==> config.mk <==
export PLATFORM = sky130hd
export DESIGN_NAME = amf_cell
export DESIGN_NICKNAME = d
export VERILOG_FILES = /design/src/design/amf_pkg.sv /design/src/design/amf_cell.sv
export SDC_FILE = /design/constraint.sdc
export NUM_CORES = 1
export LEC_CHECK = 0
export ABC_CLOCK_PERIOD_IN_PS = 1200
export BUFFER_PORTS_ARGS = -buffer_cell sky130_fd_sc_hd__buf_2
export CAP_MARGIN = 30
export CORE_MARGIN = 5
export CORE_UTILIZATION = 37
export CTS_BUF_LIST = sky130_fd_sc_hd__clkbuf_8
export CTS_CLUSTER_SIZE = 20
export DETAILED_ROUTE_END_ITERATION = 16
export GPL_TIMING_DRIVEN = 1
export PLACE_DENSITY = 0.83
export SYNTH_ARGS = -nofsm -noshare
export SYNTH_HDL_FRONTEND = slang
export SYNTH_SLANG_ARGS = --single-unit
export TNS_END_PERCENT = 20
==> constraint.sdc <==
create_clock -name clk -period 1.2 [get_ports clk]
set_clock_uncertainty 0.1 [all_clocks]
set_input_delay 0.06 -clock clk [delete_from_list [all_inputs] [get_ports clk]]
set_output_delay 0.06 -clock clk [all_outputs]
set_load 0.01 [all_outputs]
==> src/design/amf_pkg.sv <==
// ----------------------------------------------------------------------------
// amf_pkg: shared types and constants of the adaptive median filter
// Sizes of the window and line store, payload words and selector control.
// ----------------------------------------------------------------------------
package amf_pkg;

  localparam int MAX_WINDOW = 7;
  localparam int LINE_WIDTH = 2048;
  localparam int NLINES     = MAX_WINDOW - 1;
  localparam int NCELL      = MAX_WINDOW * MAX_WINDOW;
  localparam int MLIM       = (MAX_WINDOW - 1) | 1;

  localparam int COL_W  = $clog2(LINE_WIDTH);
  localparam int ROW_W  = 12;
  localparam int DIM_W  = 12;
  localparam int SCFG_W = 3;
  localparam int SIZE_W = $clog2(MAX_WINDOW + 1);
  localparam int RANK_W = $clog2(NCELL + 1);
  localparam int SLOT_W = (NLINES > 1) ? $clog2(NLINES) : 1;
  localparam int CIDX_W = $clog2(NCELL);
  localparam int NSEL   = 3;

  // selector lanes
  localparam int SEL_MIN = 0;
  localparam int SEL_MED = 1;
  localparam int SEL_MAX = 2;

  // configuration register indexes
  localparam int CFG_IDX_W  = 2;
  localparam int CFG_DATA_W = 12;
  localparam logic [CFG_IDX_W-1:0] REG_IMAGE_WIDTH  = 2'd0;
  localparam logic [CFG_IDX_W-1:0] REG_IMAGE_HEIGHT = 2'd1;
  localparam logic [CFG_IDX_W-1:0] REG_START_SIZE   = 2'd2;
  localparam logic [CFG_IDX_W-1:0] REG_MAX_SIZE     = 2'd3;

  typedef logic [7:0]        pix_t;
  typedef logic [COL_W-1:0]  col_t;
  typedef logic [COL_W:0]    cnt_t;
  typedef logic [ROW_W-1:0]  row_t;
  typedef logic [ROW_W:0]    rowc_t;
  typedef logic [DIM_W-1:0]  dim_t;
  typedef logic [SCFG_W-1:0] scfg_t;
  typedef logic [SIZE_W-1:0] size_t;
  typedef logic [RANK_W-1:0] rank_t;
  typedef logic [SLOT_W-1:0] slot_t;
  typedef logic [CIDX_W-1:0] cidx_t;

  typedef struct packed {
    pix_t pixel_in;
    logic frame_start;
  } in_word_t;

  typedef struct packed {
    pix_t pixel_out;
    logic row_end;
    logic frame_end;
  } out_word_t;

  typedef struct packed {
    pix_t                hi_mask;
    pix_t                bit_mask;
    pix_t [NSEL-1:0]     prefix;
  } sel_ctrl_t;

endpackage

==> src/design/amf_cell.sv <==
// ----------------------------------------------------------------------------
// amf_cell: one window cell
// Holds one pixel, shifts from its neighbor, flags a radix-select match.
// ----------------------------------------------------------------------------
module amf_cell (
  input  logic                       clk,
  input  logic                       rst,
  input  logic                       shift,
  input  amf_pkg::pix_t              pix_in,
  input  amf_pkg::sel_ctrl_t         ctrl,
  input  logic                       in_win,
  output amf_pkg::pix_t              pix,
  output logic [amf_pkg::NSEL-1:0]   match
);

  always_ff @(posedge clk) begin
    if (rst) begin
      pix <= '0;
    end else if (shift) begin
      pix <= pix_in;
    end
  end

  // match: prefix above the current bit agrees and the current bit is zero
  always_comb begin
    for (int j = 0; j < amf_pkg::NSEL; j++) begin
      match[j] = in_win && (((pix ^ ctrl.prefix[j]) & ctrl.hi_mask) == '0)
                 && ((pix & ctrl.bit_mask) == '0);
    end
  end

endmodule

-- Yosys cells after proc, flatten, opt, wreduce, memory -nomap -nowiden
Index checks and enable logic that the tools add are counted.
- bitwise logic cells: 7
- reductions and logical operators: 10
- operators with widths (operator ; number):
    $and A8 B8 Y8 ; 4
    $logic_not A8 Y1 ; 4
    $xor A8 B8 Y8 ; 3
    $logic_and A1 B1 Y1 ; 6
- bits in registers: 8
- input bits: 52
- output and inout port bits: 11
- logic and storage cells: 18

-- Depth between registers and ports, before layout
- word-level depth: 5
- depth in mapped cells: 4
- gate-level depth less buffers: 4

-- Worst setup path after synthesis
OpenSTA, ideal clock, no wires.
- kind: flip-flop to output port
- from: register pix[5]
- to: output port match[0] (netlist bit)
- arrival: 1121 ps
- required time: 1040 ps
- setup slack: -81 ps
- cell stages (with the launch flop): 5
- path buffers: 0
- cell sequence: dfxtp_1 -> a22o_1 -> a221oi_2 -> nand4_1 -> nor2_1
- cells in the longest elaborated chain, start to end: 5
- elaborated cells on any way between the ends: 7
- those cells by class: bitwise: 3; reduce/logical: 4
- RTL lines (what ; line ; RTL):
    start, declared ; amf_cell.sv:12 ; output amf_pkg::pix_t pix,
    start signal, assigned ; amf_cell.sv:20 ; pix <= pix_in;
    $xor A8 B8 Y8 ; amf_cell.sv:27 ; match[j] = in_win && (((pix ^ ctrl.prefix[j]) & ctrl.hi_mask) == '0)
    $and A8 B8 Y8 ; amf_cell.sv:27 ;
    $logic_not A8 Y1 ; amf_cell.sv:27 ;
    $logic_and A1 B1 Y1 ; amf_cell.sv:27 ;
    $logic_and A1 B1 Y1 * ; amf_cell.sv:28 ; && ((pix & ctrl.bit_mask) == '0);
    end, declared ; amf_cell.sv:13 ; output logic [amf_pkg::NSEL-1:0] match
Mark *: on every way between the ends. The rest lies on a longest branch, timed or not.

-- Final worst setup path
- from: register pix[5]
- to: output port match[2] (netlist bit)
The elaborated chain is that of the path after synthesis.

==> out/qor.txt <==
Outcome -> finished, violations left
Failing checks -> negative setup slack
Fin. max-slew vios -> 0
Critical hold path startpoint -> shift
Buffers on Ports -> 62
CP Cell Sequence -> a22o_1, a221oi_2, nand4_1, nor2_2, buf_2
CTS max path bufs -> 2
Seq/Total Area, Yosys -> 24.5%
FF/Latch Area -> 166 µm²
Worst r2r dst -> pix[1]$_SDFFE_PP0P_
Router iterations before antenna repair -> 4
Yosys cell types -> 12
Min-delay worst type -> primary input to register
Hold EP -> pix[4]$_SDFFE_PP0P_
Top Layer Used -> met4
Startpoint types -> register
Largest registers -> pix (8)
DR vias -> 953
R2R cell count -> 4
Clock Tree Root -> clkbuf_8
Max reg flops -> 8
Largest reg by FF count -> pix
CTS buffer count -> 3
Die Y -> 52.0 µm
Final RePlAce weighted congestion -> 0.771
Die Wd -> 52.0 µm
YS warnings -> 0
Worst r2r src -> pix[1]$_SDFFE_PP0P_
CORE AREA -> 1710 µm²
Antenna violation net count after detailed routing -> 0
Gr usage total -> 23.5%
Multi-input logic area -> 492 µm²
Clock sink count -> 8
Hold Path Cell Cnt -> 3
Antenna diodes -> 0
Filler cells -> 116
Avg Inst Size Synth -> 8.95 µm²
Worst Path Max Fanout -> 5
# setup viols final -> 3
Io pins -> 63
Pwr/cell area -> 840 nW/µm²
Total routed wirelength -> 3110 µm
Fin crit period -> 1720 ps
1st-iter DRT viols -> 37
Setup ws final -> -518 ps
WP data required -> 1040 ps
Total gr overflow -> 0
Worst EP arrival -> 1560 ps
Largest net degree at the start of global routing -> 9
Dpl hpwl -> 2100 µm
Global-route wire length before repair -> 4610 µm
DP Area -> 1060 µm²
DR WL met2 -> 1540 µm
H-tree lvl count -> 1
Metal3 WL -> 346 µm
Crit share post-route -> 143%
Avg WL per Cell -> 17.5 µm
Util after Layout -> 69.7%
Seq cells post-synth -> 8
Unrepaired setup endpoints after global routing -> true
Synth Instances -> 73
Vias in the first global route -> 1058
Initial core utilization -> 38.2%
Peak supply drop -> 0.000772 V
CTS tree -> yes
Initial antenna violation count -> 0
Highest Clock Rate -> 582 MHz
Nature of the critical path endpoint -> output port
Place WS -> -186 ps
Syn Nets -> 125
NumNets Final -> 207
Flop2flop setup slack -> 180 ps
Critical path class -> register to output port
LEAKAGE -> 0.000674 µW
Crit-path max cell delay -> 350 ps
Synthesis-to-layout area growth -> 82.4%
MaxCap Viol Count -> 0
# rows -> 15
Final hold violation count -> 0
Synth Cell Area -> 653 µm²
M1 wire length -> 1100 µm
Die ar. -> 2710 µm²
Fin area -> 1190 µm²
Clock transition at the registers of the reported paths -> 40 ps
DRC -> 0
Slowest CP cell -> dfxtp_2
Vias/cell -> 5.35
Layout cells sized above 1 -> 53.6%
Worst slew margin -> 73.9%
Slew @ Worst Pin -> 391 ps
Worst-Skew Late Latency -> 230 ps
-- cells in the final DEF, fill, tap and decap left out --
| master | netlist | layout |
|---|---|---|
| a221oi_2 | 1 | 1 |
| a222oi_1 | 1 | 1 |
| a22o_1 | 1 | 1 |
| a22oi_1 | 12 | 12 |
| buf_2 | 1 | 62 |
| buf_4 | 0 | 8 |
| clkbuf_8 | 0 | 3 |
| dfxtp_1 | 8 | 3 |
| dfxtp_2 | 0 | 5 |
| dlygate4sd3_1 | 0 | 9 |
| mux2i_1 | 8 | 8 |
| nand2_1 | 1 | 1 |
| nand4_1 | 4 | 4 |
| nor2_1 | 11 | 8 |
| nor2_2 | 0 | 3 |
| xor2_1 | 24 | 24 |
-- per-layer routing --
| layer | vias to the layer above | GRT usage [%] |
|---|---|---|
| met3 | 14 | 6.02 |
| met2 | 67 | 40.8 |
| met1 | 443 | 24.5 |
| li1 | 429 | - |
| met4 | 0 | 16.2 |
| met5 | - | 0 |
-- cells by family after synthesis --
logic type,after synthesis,share of synthesized area (%)
AO/OA/AOI/OAI,15,19.0
XOR/XNOR,24,32.2
buffers and inverters,2,1.34
flip-flops,8,24.5
multiplexers,8,12.3
AND/OR/NAND/NOR,16,10.7
-- through the flow --
| stage | hold slack, ps | power, µW | setup TNS (ps) | instances |
|---|---|---|---|---|
| global route | 171 | 1050 | -1670 | 178 |
| finish | 162 | 1000 | -1540 | 178 |
| floorplan | 107 | 462 | -112 | 73 |
| global placement | 190 | 619 | -449 | 166 |
| detailed placement | 201 | 630 | -553 | 166 |
| CTS | 162 | 975 | -1280 | 178 |
-- layout make-up --
| type | count | share of cell area (%) |
|---|---|---|
| timing repair buffer | 79 | 38.7 |
| sequential | 8 | 14.0 |
| tap | 25 | 2.63 |
| multi-input combinational | 63 | 41.3 |
| clock buffer | 3 | 3.47 |
-- report_power, final --
group          internal [µW]  switching, µW  total (µW)
Sequential               285           28.8         314
Clock                    218            113         331
Combinational            193            163         356
-- worst max-delay path by stage --
stage,start,end,slack (ps)
finish,pix[5]$_SDFFE_PP0P_,match[2],-520
global route,pix[5]$_SDFFE_PP0P_,match[2],-560
CTS,pix[5]$_SDFFE_PP0P_,match[1],-430
detailed placement,pix[5]$_SDFFE_PP0P_,match[1],-190
global placement,pix[2]$_SDFFE_PP0P_,match[2],-150
floorplan,pix[5]$_SDFFE_PP0P_,match[0],-40
-- Yosys cell counts --
cell | count | share of area [%]
dfxtp_1 | 8 | 25
nor2_1 | 11 | 6.3
xor2_1 | 24 | 32
nand4_1 | 4 | 3.8
mux2i_1 | 8 | 12
a22o_1 | 1 | 1.3
buf_1 | 1 | 0.57
buf_2 | 1 | 0.77
a221oi_2 | 1 | 2.3
a22oi_1 | 12 | 14
a222oi_1 | 1 | 1.5
nand2_1 | 1 | 0.57
-- worst max-delay path, delay by kind of cell (launching register included) --
kind / cells / cell delay [ps]
flops: 1 / 350
buf+inv: 1 / 140
simple gates: 2 / 390
compound gates: 2 / 440
-- repair_timing --
action | 4_1_cts | 5_1_grt
setup endpoints to repair | 3 | 4
pin swaps | 0 | 2
hold endpoints to repair | 8 | 0
hold buffers | 9 | 0
setup buffers | 0 | 0
gates resized for setup | 0 | 3
No activity file was read; power rests on OpenSTA's default activity.
